$ cat config.mk
export PLATFORM = sky130hd
export DESIGN_NAME = des_ip_and_round_single_sbox_top
export DESIGN_NICKNAME = d
export VERILOG_FILES = /design/src/desrnd_pkg.sv /design/src/des_ip_and_round_single_sbox_top.sv
export SDC_FILE = /design/constraint.sdc
export NUM_CORES = 1
export LEC_CHECK = 0
export BUFFER_PORTS_ARGS = -buffer_cell sky130_fd_sc_hd__buf_2
export CELL_PAD_IN_SITES_DETAIL_PLACEMENT = 0
export CELL_PAD_IN_SITES_GLOBAL_PLACEMENT = 1
export CORE_MARGIN = 2
export CORE_UTILIZATION = 30
export CTS_CLUSTER_SIZE = 30
export DETAILED_ROUTE_END_ITERATION = 7
export GPL_TIMING_DRIVEN = 1
export PLACE_DENSITY = 0.77
export RECOVER_POWER = 50
export SYNTH_ARGS = -nofsm -noshare
export SYNTH_HDL_FRONTEND = slang
export SYNTH_SLANG_ARGS = --single-unit
$ cat constraint.sdc
create_clock -name clk -period 2.2 [get_ports clk]
set_clock_uncertainty 0.2 [all_clocks]
set_input_delay 0.11 -clock clk [delete_from_list [all_inputs] [get_ports clk]]
set_output_delay 0.11 -clock clk [all_outputs]
set_load 0.005 [all_outputs]
$ cat src/desrnd_pkg.sv
// Permutation, expansion and substitution tables for one DES round, plus the
// functions that apply them. No dependencies; used by des_ip_and_round_single_sbox_top.
`default_nettype none

package desrnd_pkg;

	localparam logic [6:0] IP_TAB [64] = '{
		7'd58, 7'd50, 7'd42, 7'd34, 7'd26, 7'd18, 7'd10, 7'd2,
		7'd60, 7'd52, 7'd44, 7'd36, 7'd28, 7'd20, 7'd12, 7'd4,
		7'd62, 7'd54, 7'd46, 7'd38, 7'd30, 7'd22, 7'd14, 7'd6,
		7'd64, 7'd56, 7'd48, 7'd40, 7'd32, 7'd24, 7'd16, 7'd8,
		7'd57, 7'd49, 7'd41, 7'd33, 7'd25, 7'd17, 7'd9,  7'd1,
		7'd59, 7'd51, 7'd43, 7'd35, 7'd27, 7'd19, 7'd11, 7'd3,
		7'd61, 7'd53, 7'd45, 7'd37, 7'd29, 7'd21, 7'd13, 7'd5,
		7'd63, 7'd55, 7'd47, 7'd39, 7'd31, 7'd23, 7'd15, 7'd7
	};

	localparam logic [5:0] E_TAB [48] = '{
		6'd32, 6'd1,  6'd2,  6'd3,  6'd4,  6'd5,
		6'd4,  6'd5,  6'd6,  6'd7,  6'd8,  6'd9,
		6'd8,  6'd9,  6'd10, 6'd11, 6'd12, 6'd13,
		6'd12, 6'd13, 6'd14, 6'd15, 6'd16, 6'd17,
		6'd16, 6'd17, 6'd18, 6'd19, 6'd20, 6'd21,
		6'd20, 6'd21, 6'd22, 6'd23, 6'd24, 6'd25,
		6'd24, 6'd25, 6'd26, 6'd27, 6'd28, 6'd29,
		6'd28, 6'd29, 6'd30, 6'd31, 6'd32, 6'd1
	};

	// indexed by {row, column}
	localparam logic [3:0] S1_TAB [64] = '{
		4'd14, 4'd4,  4'd13, 4'd1,  4'd2,  4'd15, 4'd11, 4'd8,
		4'd3,  4'd10, 4'd6,  4'd12, 4'd5,  4'd9,  4'd0,  4'd7,
		4'd0,  4'd15, 4'd7,  4'd4,  4'd14, 4'd2,  4'd13, 4'd1,
		4'd10, 4'd6,  4'd12, 4'd11, 4'd9,  4'd5,  4'd3,  4'd8,
		4'd4,  4'd1,  4'd14, 4'd8,  4'd13, 4'd6,  4'd2,  4'd11,
		4'd15, 4'd12, 4'd9,  4'd7,  4'd3,  4'd10, 4'd5,  4'd0,
		4'd15, 4'd12, 4'd8,  4'd2,  4'd4,  4'd9,  4'd1,  4'd7,
		4'd5,  4'd11, 4'd3,  4'd14, 4'd10, 4'd0,  4'd6,  4'd13
	};

	localparam logic [5:0] P_TAB [32] = '{
		6'd16, 6'd7,  6'd20, 6'd21,
		6'd29, 6'd12, 6'd28, 6'd17,
		6'd1,  6'd15, 6'd23, 6'd26,
		6'd5,  6'd18, 6'd31, 6'd10,
		6'd2,  6'd8,  6'd24, 6'd14,
		6'd32, 6'd27, 6'd3,  6'd9,
		6'd19, 6'd13, 6'd30, 6'd6,
		6'd22, 6'd11, 6'd4,  6'd25
	};

	// table entries number bits from the MSB, starting at 1
	function automatic logic [63:0] ip_perm(input logic [63:0] v);
		logic [63:0] r;
		for (int i = 0; i < 64; i++) begin
			r[63 - i] = v[6'(64 - int'(IP_TAB[i]))];
		end
		return r;
	endfunction

	function automatic logic [47:0] e_expand(input logic [31:0] v);
		logic [47:0] r;
		for (int i = 0; i < 48; i++) begin
			r[47 - i] = v[5'(32 - int'(E_TAB[i]))];
		end
		return r;
	endfunction

	function automatic logic [31:0] s1_subst(input logic [47:0] x);
		logic [31:0] s;
		logic [5:0]  g;
		for (int i = 0; i < 8; i++) begin
			g = x[47 - 6 * i -: 6];
			s[31 - 4 * i -: 4] = S1_TAB[{g[5], g[0], g[4:1]}];
		end
		return s;
	endfunction

	function automatic logic [31:0] p_perm(input logic [31:0] v);
		logic [31:0] r;
		for (int i = 0; i < 32; i++) begin
			r[31 - i] = v[5'(32 - int'(P_TAB[i]))];
		end
		return r;
	endfunction

endpackage

`default_nettype wire

$ cat src/des_ip_and_round_single_sbox_top.sv
// Top level: DES initial permutation and one Feistel round using S1 in every position.
// Depends on desrnd_pkg for the tables and round functions.
//
//   channel   dir   handshake            payload
//   s_*       in    s_tvalid/s_tready    s_tdata[63:0] plain_block
//   m_*       out   m_tvalid/m_tready    m_tdata[31:0] new_left, [63:32] new_right
//   cfg       in    round_key_we         round_key_wdata[47:0] round_key
//
// One block per cycle while m_tready is high; path: input register, result register.
// The round logic sits between the input register and the result register.
// arst_n clears both valid flags and the round key.
// A stalled result holds in the result register; one more block is taken into the
// input register behind it, then s_tready drops until m_tready returns.
`default_nettype none

module des_ip_and_round_single_sbox_top (
	input  wire logic        clk,
	input  wire logic        arst_n,
	input  wire logic        s_tvalid,
	output logic             s_tready,
	input  wire logic [63:0] s_tdata,   // [63:0] plain_block
	output logic             m_tvalid,
	input  wire logic        m_tready,
	output logic [63:0]      m_tdata,   // [31:0] new_left, [63:32] new_right
	input  wire logic        round_key_we,
	input  wire logic [47:0] round_key_wdata
);

	logic [47:0] round_key_q;
	logic        valid_s1;
	logic [63:0] block_s1;
	logic        valid_s2;
	logic [63:0] result_s2;
	logic        adv_s1;

	logic [63:0] permuted;
	logic [31:0] left_half;
	logic [31:0] right_half;
	logic [31:0] f_out;

	assign adv_s1   = !valid_s2 || m_tready;
	assign s_tready = !valid_s1 || adv_s1;
	assign m_tvalid = valid_s2;
	assign m_tdata  = result_s2;

	always_comb begin
		permuted   = desrnd_pkg::ip_perm(block_s1);
		left_half  = permuted[63:32];
		right_half = permuted[31:0];
		f_out      = desrnd_pkg::p_perm(desrnd_pkg::s1_subst(
			desrnd_pkg::e_expand(right_half) ^ round_key_q));
	end

	always_ff @(posedge clk or negedge arst_n) begin
		if (!arst_n) begin
			round_key_q <= '0;
		end else if (round_key_we) begin
			round_key_q <= round_key_wdata;
		end
	end

	always_ff @(posedge clk or negedge arst_n) begin
		if (!arst_n) begin
			valid_s1 <= 1'b0;
			valid_s2 <= 1'b0;
		end else begin
			if (s_tready) begin
				valid_s1 <= s_tvalid;
			end
			if (adv_s1) begin
				valid_s2 <= valid_s1;
			end
		end
	end

	always_ff @(posedge clk) begin
		if (s_tready && s_tvalid) begin
			block_s1 <= s_tdata;
		end
		if (adv_s1 && valid_s1) begin
			result_s2 <= {left_half ^ f_out, right_half};
		end
	end

	a_sink_ready_frees_source: assert property (@(posedge clk) disable iff (!arst_n)
		m_tready |-> s_tready)
		else $error("s_tready low while m_tready high");

	a_full_stall_blocks: assert property (@(posedge clk) disable iff (!arst_n)
		(valid_s1 && valid_s2 && !m_tready) |-> !s_tready)
		else $error("input taken while both stages full and stalled");

	a_accept_fills_s1: assert property (@(posedge clk) disable iff (!arst_n)
		(s_tvalid && s_tready) |=> valid_s1)
		else $error("accepted block lost from input register");

	a_advance_fills_s2: assert property (@(posedge clk) disable iff (!arst_n)
		(valid_s1 && adv_s1) |=> m_tvalid)
		else $error("advanced block did not reach result register");

endmodule

`default_nettype wire
==> results.json, run 1 <==
{
  "synth-async-reset-ratio": 0.207,
  "critPathMaxStageDelay_ps": 440,
  "hold_viol": 0,
  "clk_pin_slew_ps": 60,
  "p_comb_frac": 0.130,
  "die_width_um": 94.2,
  "seqPwrFrac": 0.491,
  "clk_path_buf_depth": 2,
  "r2r-end": "m_tdata[61]",
  "postSynthCellCount": 153,
  "status": "completed",
  "setup.worst_path.class": "reg -> reg",
  "hold_path_class": "in -> reg",
  "syn_area_mm2": 0.00244,
  "r2r_cells": 5,
  "track_usage": 0.103,
  "p_int_mw": 2.12,
  "slew_headroom": 0.634,
  "fmax_ghz": 0.532,
  "grt-ovfl-total": 0,
  "total_leakage_power_nw": 1.39,
  "rsz0062_at_grt": "no",
  "diodes": 0,
  "power.density_mw_per_mm2": 829,
  "drv_slew": 0,
  "synthTopCellsByArea": "edfxtp_1, buf_4, dfrtp_1, xor2_1, mux2_2",
  "tightest_slew_ps": 547,
  "ys_ff_latch": 58,
  "cp_num_cells": 5,
  "grt_pass1_vias": 1377,
  "drc": 0,
  "path_cells": "xor2_1 > ha_1 > o32ai_1 > a21oi_1 > xor2_1",
  "synth_top_area_frac": 0.566,
  "numCtsBuffers": 9,
  "synth_common_cells": "edfxtp_1, buf_4, dfrtp_1",
  "finalSetupTns_ps": 0,
  "critPathRequiredTime_ps": 2080,
  "wl_um": 4230,
  "yosysTopAreaCell": "edfxtp_1",
  "crit_arrival_ps": 1760,
  "postCtsSetupBuffers": 0,
  "grt_pass1_wl_um": 6510,
  "area_growth_pct": 35.6,
  "fin_crit_sh": 0.854,
  "p_sw_frac": 0.226,
  "io_pins": 183,
  "hold_buffers": 38,
  "timing.final.ws_setup_ps": 321,
  "cts-resized-gates": 0,
  "dr_total_vias": 1401,
  "dr.pass1.iters": 4,
  "regToRegSetupSlack_ps": 320,
  "power_switching_uw": 620,
  "yosysMostFrequentCell": "edfxtp_1",
  "startpoint_type": "flop",
  "dieHeight_um": 94.2,
  "core_area_mm2": 0.00781,
  "cts_max_level": 3,
  "cts.sinks": 58,
  "worstPathBufferInverterCount": 0,
  "cp-end-kind": "flop",
  "cts_tree": "yes",
  "vdd_drop_max_v": 0.000361,
  "dp_slack_ps": 304,
  "final_nets": 383,
  "crit_end": "m_tdata[61]",
  "port_buffers": 62,
  "std_cell_rows": 32,
  "routedWlPerCell_um": 11.4,
  "syn_area_per_cell_um2": 16.0,
  "r2r_start": "block_s1[27]",
  "ant_nets": 0,
  "place.gp.congestion": 0.704,
  "slowest_stage": "edfxtp_1",
  "vias_per_cell": 3.78,
  "place_hpwl_um": 2850,
  "drt_iter0_drc": 20,
  "synth_cell_type_count": 27,
  "seq_area_frac_synth": 0.689,
  "layout-drive-gt1-share": 0.294,
  "synth-edff-count": 46,
  "crit_family": "flip-flops",
  "cp_max_fo": 4,
  "worst_path_most_repeated_cell": "xor2_1",
  "die-area_mm2": 0.00888,
  "start_util": 0.313,
  "drv_cap": 0,
  "worstSkewPairLatency_ps": 330,
  "fin_crit_ps": 1880,
  "fillers": 736,
  "crit_path_start": "block_s1[27]",
  "cts-root-buf": "clkbuf_8",
  "grt_antenna_before_repair": 0,
  "yosys_warnings": 0,
  "pwr-share-clk": 0.379,
  "grt_max_degree": 24,
  "setup_violations": 0,
  "ys.flop_type": "edfxtp_1"
}
==> kinds of logic after synthesis <==
family,after synthesis,synth area share
buffers and inverters,44,0.131
flip-flops,58,0.689
adder cells (fa/ha/maj),2,0.0102
AO/OA/AOI/OAI,5,0.0138
XOR/XNOR,18,0.0738
AND/OR/NAND/NOR,14,0.0313
multiplexers,11,0.0502
other,1,0.00154
==> per-stage QoR <==
step / utilization / std cells / area, um^2 / total power [mW] / hold slack, ps
2_1_floorplan: - / 193 / 2590 / 1.60 / -386
3_3_place_gp: 0.350 / 317 / 2730 / 1.67 / -194
3_5_place_dp: 0.350 / 317 / 2730 / 1.68 / -196
4_1_cts: 0.426 / 371 / 3320 / 2.78 / 7.18
5_1_grt: 0.424 / 371 / 3310 / 2.89 / 31.7
6_report: 0.424 / 371 / 3310 / 2.74 / 10.0
==> layer usage <==
metal | track usage | vias to the layer above | share of wire
met2 | 0.160 | 62 | 0.48
met5 | 0 | - | 0
met4 | 0.0580 | 0 | 0.020
li1 | - | 672 | -
met3 | 0.0385 | 8 | 0.071
met1 | 0.121 | 659 | 0.43
==> worst min-delay path by stage <==
stage,start,to,slack (ps),cells past startpoint
3_3_place_gp,arst_n,round_key_q[21],-190,1
4_1_cts,round_key_we,round_key_q[17],7,2
5_1_grt,round_key_we,round_key_q[17],30,2
2_1_floorplan,arst_n,m_tvalid,-390,0
6_report,round_key_we,round_key_q[17],10,2
3_5_place_dp,arst_n,round_key_q[21],-200,1
==> cell type report <==
class	count	area, um^2	share of cell area
Tap cell	102	128	0.0385
Multi-Input combinational cell	91	592	0.179
Clock inverter	5	78.8	0.0238
Clock buffer	11	131	0.0397
Timing Repair Buffer	102	692	0.209
Inverter	2	7.51	0.00227
Sequential cell	58	1680	0.508
==> power by group through the flow <==
stage                     Clock, mW  Sequential [mW]  Combinational, mW
after floorplan                   0             1.37              0.229
after global placement            0             1.37              0.304
final                          1.04             1.35              0.356
after global routing           1.13             1.36              0.404
after CTS                      1.07             1.35              0.366
after detailed placement          0             1.37              0.313
==> cells in the final DEF (no fill, tap or decap), types with 2 or more instances in the layout <==
cell / count
bufinv_16: 2
clkbuf_8: 9
nand2_1: 2
buf_4: 2
dlygate4sd3_1: 38
mux2_2: 8
xnor2_2: 2
edfxtp_1: 46
clkbuf_1: 13
dfrtp_1: 12
conb_1: 41
clkinv_2: 2
ha_1: 2
buf_2: 51
nand2b_1: 3
xnor2_1: 4
and2_1: 2
nor2_1: 4
xor2_1: 11
mux2_1: 2
==> worst register-to-register path, cell delays in order (launching register included) <==
cell	delay, ps
edfxtp_1	440
xor2_1	290
ha_1	290
o32ai_1	140
a21oi_1	120
xor2_1	150
==> sequential cells by signal, summed over array words and instances, names as in the netlist <==
signal and cells:
m_tdata 23, round_key_q 10, m_tvalid 1, valid_s1 1
block_s1 23
(Power assumes the default switching activity.)
==> run 2: changes to the inputs <==
--- a/config.mk
+++ b/config.mk
@@ -5,15 +5,16 @@
 export SDC_FILE = /design/constraint.sdc
 export NUM_CORES = 1
 export LEC_CHECK = 0
+export ABC_AREA = 1
 export BUFFER_PORTS_ARGS = -buffer_cell sky130_fd_sc_hd__buf_2
 export CELL_PAD_IN_SITES_DETAIL_PLACEMENT = 0
 export CELL_PAD_IN_SITES_GLOBAL_PLACEMENT = 1
 export CORE_MARGIN = 2
-export CORE_UTILIZATION = 30
+export CORE_UTILIZATION = 29
 export CTS_CLUSTER_SIZE = 30
 export DETAILED_ROUTE_END_ITERATION = 7
 export GPL_TIMING_DRIVEN = 1
-export PLACE_DENSITY = 0.77
+export PLACE_DENSITY = 0.76
 export RECOVER_POWER = 50
 export SYNTH_ARGS = -nofsm -noshare
 export SYNTH_HDL_FRONTEND = slang
==> results.json, run 2 <==
{
  "fillers": 849,
  "io_pins": 183,
  "hold_start": "round_key_we",
  "place_hpwl_um": 3220,
  "post-place-cells": 380,
  "vias_per_cell": 3.91,
  "diodes": 0,
  "synth_cell_type_count": 19,
  "fin_crit_sh": 0.977,
  "postSynthCellCount": 211,
  "ant_nets": 0,
  "setup.worst_path.class": "in -> reg",
  "total_leakage_power_nw": 1.60,
  "worstSkewPairLatency_ps": 330,
  "synth-async-reset-ratio": 0.207,
  "min_to": "round_key_q[19]",
  "track_usage": 0.104,
  "setup_violations": 0,
  "grt_pass1_vias": 1720,
  "placed_area_mm2": 0.00286,
  "final_cell_mix": "buf_2, nand2_1, dlygate4sd3_1, edfxtp_1, conb_1",
  "drc": 0,
  "postCtsSetupBuffers": 0,
  "path_cells": "dlygate4sd3_1 > buf_2 > inv_2 > nand3_2 > nand2_2 > dlygate4sd3_1 > nand2_1 > dlygate4sd3_1",
  "drv_slew": 0,
  "dieHeight_um": 98.0,
  "clk_path_buf_depth": 2,
  "area_growth_pct": 38.3,
  "status": "completed",
  "crit_family": "buffers and inverters",
  "seqPwrFrac": 0.484,
  "fin_crit_ps": 2150,
  "instances_no_fill": 444,
  "grt-ovfl-total": 0,
  "std_cell_rows": 34,
  "drt_iter0_drc": 40,
  "yosysTopAreaCell": "edfxtp_1",
  "synth-edff-count": 46,
  "slowest_stage": "dlygate4sd3_1",
  "vdd_drop_max_v": 0.000485,
  "cts-root-buf": "clkbuf_8",
  "ys_ff_latch": 58,
  "syn_area_per_cell_um2": 12.2,
  "cp_max_fo": 3,
  "dr_total_vias": 1736,
  "fin_area_mm2": 0.00355,
  "synthTopCellsByArea": "edfxtp_1, buf_4, dfrtp_1, nand2_1, inv_1",
  "utilization": 0.411,
  "wl_um": 5000,
  "die-area_mm2": 0.00961,
  "critPathMaxStageDelay_ps": 550,
  "port_buffers": 62,
  "hold_path_class": "in -> reg",
  "syn_area_mm2": 0.00256,
  "multi_input_area_um2": 657,
  "clk_pin_slew_ps": 70,
  "p_sw_frac": 0.241,
  "p_int_mw": 2.15,
  "yosysMostFrequentCell": "nand2_1",
  "start_util": 0.297,
  "grt_antenna_before_repair": 0,
  "dp_slack_ps": 396,
  "place.gp.congestion": 0.820,
  "routedWlPerCell_um": 11.3,
  "hold_viol": 0,
  "grt_pass1_wl_um": 7740,
  "drv_cap": 0,
  "critPathRequiredTime_ps": 2220,
  "power.density_mw_per_mm2": 797,
  "r2r-end": "valid_s1",
  "holdPathStages": 2,
  "regToRegSetupSlack_ps": 100,
  "seq_area_mm2": 0.00168,
  "synth_common_cells": "nand2_1, edfxtp_1, buf_4",
  "mostFrequentLayoutCell": "buf_2",
  "cts_tree": "yes",
  "yosys_warnings": 0,
  "ys.flop_type": "edfxtp_1",
  "grt_max_degree": 24,
  "cts_max_level": 3,
  "pwr-share-clk": 0.371,
  "dr.pass1.iters": 4,
  "synth_top_area_frac": 0.539,
  "worst_path_most_repeated_cell": "dlygate4sd3_1",
  "cts.sinks": 58,
  "fmax_ghz": 0.465,
  "die_width_um": 98.0,
  "cp-end-kind": "flop",
  "p_comb_frac": 0.145,
  "hold_ws_ps": 10.5,
  "numCtsBuffers": 9,
  "r2r_start": "m_tvalid",
  "timing.final.ws_setup_ps": 51.6,
  "seq_area_frac_synth": 0.656,
  "crit_arrival_ps": 2170,
  "core_area_mm2": 0.00864,
  "cp_num_cells": 8,
  "layout-drive-gt1-share": 0.241,
  "power_switching_uw": 682,
  "final_nets": 450,
  "r2r_cells": 5,
  "startpoint_type": "primary input",
  "worstPathBufferInverterCount": 5
}
run 2: cell count changes in the layout (fill, tap and decap cells not counted), moves of 3 or more:
cell	before	now
nand2_1	2	51
inv_1	1	18
dlygate4sd3_1	38	48
nand3_1	0	9
xor2_1	11	5
o21ai_0	0	5
clkbuf_1	13	10
mux2_2	8	5
nand2b_1	3	0
nand3_2	0	3
nor2_1	4	1
run 2: area by class of cell:
type                            instances  share of cell area
Tap cell                              108              0.0381
Timing Repair Buffer                  112               0.224
Inverter                               19              0.0201
Clock inverter                          6              0.0229
Multi-Input combinational cell        131               0.185
Sequential cell                        58               0.474
Clock buffer                           10              0.0360
run 2: worst register-to-register path: cells and delay by family, from the launching register on:
kind          cells  cell delay, ps
buf+inv           2            1090
flops             1             420
simple gates      3             260
run 2: cells by family (layout without fill, tap and decap cells):
kind of cell,count (synthesis),in the layout,synth area share
AO/OA/AOI/OAI,6,6,0.0117
AND/OR/NAND/NOR,66,66,0.108
other,1,41,0.00146
adder cells (fa/ha/maj),2,2,0.00975
buffers and inverters,62,147,0.151
multiplexers,5,5,0.0219
XOR/XNOR,11,11,0.0405
flip-flops,58,58,0.656
run 2: worst max path at each step:
stage / slack (ps) / from / to
2_1_floorplan: 500 / m_tvalid / m_tdata[12]
3_3_place_gp: 450 / block_s1[27] / m_tdata[39]
3_5_place_dp: 400 / block_s1[27] / m_tdata[39]
4_1_cts: 60 / m_tready / valid_s1
5_1_grt: -20 / m_tready / valid_s1
6_report: 50 / m_tready / valid_s1
run 2: routing by layer:
| layer | GRT usage | share of wire | vias to the layer above | wire (um) |
|---|---|---|---|---|
| met5 | 0 | 0 | - | 0 |
| met4 | 0.0513 | 0.018 | 0 | 91 |
| met3 | 0.0358 | 0.065 | 13 | 324 |
| met2 | 0.181 | 0.53 | 75 | 2650 |
| met1 | 0.112 | 0.39 | 803 | 1940 |
| li1 | - | - | 845 | - |
run 2: power groups by stage:
stage / clock network, mW / registers [mW] / logic (mW)
floorplan: 0 / 1.39 / 0.249
global placement: 0 / 1.39 / 0.333
detailed placement: 0 / 1.39 / 0.342
CTS: 1.08 / 1.37 / 0.417
global route: 1.13 / 1.38 / 0.464
finish: 1.05 / 1.37 / 0.410
run 2: per-stage QoR:
step	power [mW]	setup TNS, ps
after floorplan	1.64	0
after global routing	2.97	-17.7
after CTS	2.87	0
final	2.83	0
after detailed placement	1.73	0
after global placement	1.72	0
run 2: what timing repair did:
action / in CTS / in global routing
setup endpoints to repair: 0 / 1
endpoints found under the hold margin: 47 / 0
gates resized for setup: 0 / 3
hold buffers: 48 / 0
==> run 3: changes to the inputs <==
--- a/config.mk
+++ b/config.mk
@@ -15,7 +15,7 @@
 export DETAILED_ROUTE_END_ITERATION = 7
 export GPL_TIMING_DRIVEN = 1
 export PLACE_DENSITY = 0.76
-export RECOVER_POWER = 50
+export RECOVER_POWER = 25
 export SYNTH_ARGS = -nofsm -noshare
 export SYNTH_HDL_FRONTEND = slang
 export SYNTH_SLANG_ARGS = --single-unit
==> results.json, run 3 (synthesis gave the netlist of run 2 again) <==
{
  "min_to": "round_key_q[19]",
  "port_buffers": 62,
  "cp-end-kind": "flop",
  "regToRegSetupSlack_ps": 100,
  "holdPathStages": 2,
  "finalSetupTns_ps": 0,
  "dr_total_vias": 1735,
  "grt_antenna_before_repair": 0,
  "status": "completed",
  "p_sw_frac": 0.240,
  "vdd_drop_max_v": 0.000486,
  "crit_family": "buffers and inverters",
  "io_pins": 183,
  "pwr-share-clk": 0.370,
  "cts_max_level": 3,
  "startpoint_type": "primary input",
  "numCtsBuffers": 9,
  "grt_max_degree": 24,
  "dp_slack_ps": 396,
  "grt_pass1_vias": 1720,
  "multi_input_area_um2": 657,
  "grt_pass1_wl_um": 7740,
  "fin_crit_sh": 0.976,
  "drv_cap": 0,
  "final_cell_mix": "buf_2, nand2_1, dlygate4sd3_1, edfxtp_1, conb_1",
  "crit_arrival_ps": 2170,
  "area_growth_pct": 38.8,
  "hold_path_class": "in -> reg",
  "r2r-end": "valid_s1",
  "die_width_um": 98.0,
  "start_util": 0.297,
  "diodes": 0,
  "clk_path_buf_depth": 2,
  "critPathMaxStageDelay_ps": 550,
  "timing.final.ws_setup_ps": 51.7,
  "place.gp.congestion": 0.820,
  "mostFrequentLayoutCell": "buf_2",
  "post-place-cells": 380,
  "r2r_cells": 5,
  "setup_violations": 0,
  "cts_tree": "yes",
  "die-area_mm2": 0.00961,
  "track_usage": 0.104,
  "dieHeight_um": 98.0,
  "slowest_stage": "dlygate4sd3_1",
  "r2r_start": "m_tvalid",
  "cts.sinks": 58,
  "hold_viol": 0,
  "utilization": 0.412,
  "fillers": 844,
  "dr.pass1.iters": 4,
  "ant_nets": 0,
  "path_cells": "dlygate4sd3_1 > buf_2 > inv_2 > nand3_2 > nand2_2 > dlygate4sd3_1 > nand2_1 > dlygate4sd3_1",
  "wl_um": 4990,
  "worst_path_most_repeated_cell": "dlygate4sd3_1",
  "final_nets": 450,
  "instances_no_fill": 444,
  "worstPathBufferInverterCount": 5,
  "cp_max_fo": 3,
  "drv_slew": 0,
  "std_cell_rows": 34,
  "grt-ovfl-total": 0,
  "worstSkewPairLatency_ps": 330,
  "seqPwrFrac": 0.483,
  "seq_area_mm2": 0.00168,
  "p_total_mw": 2.83,
  "power.density_mw_per_mm2": 796,
  "p_int_mw": 2.15,
  "layout-drive-gt1-share": 0.268,
  "fmax_ghz": 0.465,
  "drc": 0,
  "total_leakage_power_nw": 1.62,
  "setup.worst_path.class": "in -> reg",
  "power_switching_uw": 681,
  "routedWlPerCell_um": 11.2,
  "cts-root-buf": "clkbuf_8",
  "fin_crit_ps": 2150,
  "critPathRequiredTime_ps": 2220,
  "p_comb_frac": 0.147,
  "postCtsSetupBuffers": 0,
  "vias_per_cell": 3.91,
  "clk_pin_slew_ps": 70,
  "place_hpwl_um": 3220,
  "hold_start": "round_key_we",
  "drt_iter0_drc": 39,
  "core_area_mm2": 0.00864
}
## run 3: worst max path at each step
stage | startpoint | end | slack [ps] | depth (start not counted)
after detailed placement | block_s1[27] | m_tdata[39] | 400 | 12
final | m_tready | valid_s1 | 50 | 8
after floorplan | m_tvalid | m_tdata[12] | 500 | 1
after global placement | block_s1[27] | m_tdata[39] | 450 | 11
after CTS | m_tready | valid_s1 | 60 | 8
after global routing | m_tready | valid_s1 | -20 | 8
## run 3: per-stage QoR
| step | instance area [um^2] | hold WS (ps) |
|---|---|---|
| 5_1_grt | 3560 | 52.3 |
| 2_1_floorplan | 2720 | -386 |
| 6_report | 3560 | 10.5 |
| 3_3_place_gp | 2860 | -181 |
| 3_5_place_dp | 2860 | -175 |
| 4_1_cts | 3550 | 0.240 |
## run 3: power groups by stage
stage	sequential, mW	combinational (mW)	clock, mW
6_report	1.37	0.415	1.05
3_3_place_gp	1.39	0.333	0
3_5_place_dp	1.39	0.342	0
5_1_grt	1.38	0.469	1.13
4_1_cts	1.37	0.417	1.08
2_1_floorplan	1.39	0.249	0
## run 3: worst register-to-register path, delay by kind of cell (launching register included)
| family | cells | cell delay [ps] |
|---|---|---|
| buf+inv | 2 | 1090 |
| simple gates | 3 | 260 |
| flops | 1 | 420 |
## run 3: timing repair
item	in CTS	in global routing
hold buffers	48	0
endpoints found under the hold margin	47	0
setup endpoints to repair	0	1
gates resized for setup	0	3
## run 3: final cells by class
class | count | area share
clock buffers | 10 | 0.0359
clock inverters | 6 | 0.0228
inverters | 19 | 0.0200
repair buffers | 112 | 0.226
flip-flops and latches | 58 | 0.472
well taps | 108 | 0.0380
multi-input cells | 131 | 0.185
## run 3: routing by layer
| metal | vias to the layer above | GRT usage | share of wire |
|---|---|---|---|
| met5 | - | 0 | 0 |
| met4 | 0 | 0.0513 | 0.018 |
| met3 | 13 | 0.0358 | 0.064 |
| met2 | 75 | 0.181 | 0.53 |
| met1 | 802 | 0.112 | 0.39 |
| li1 | 845 | - | - |
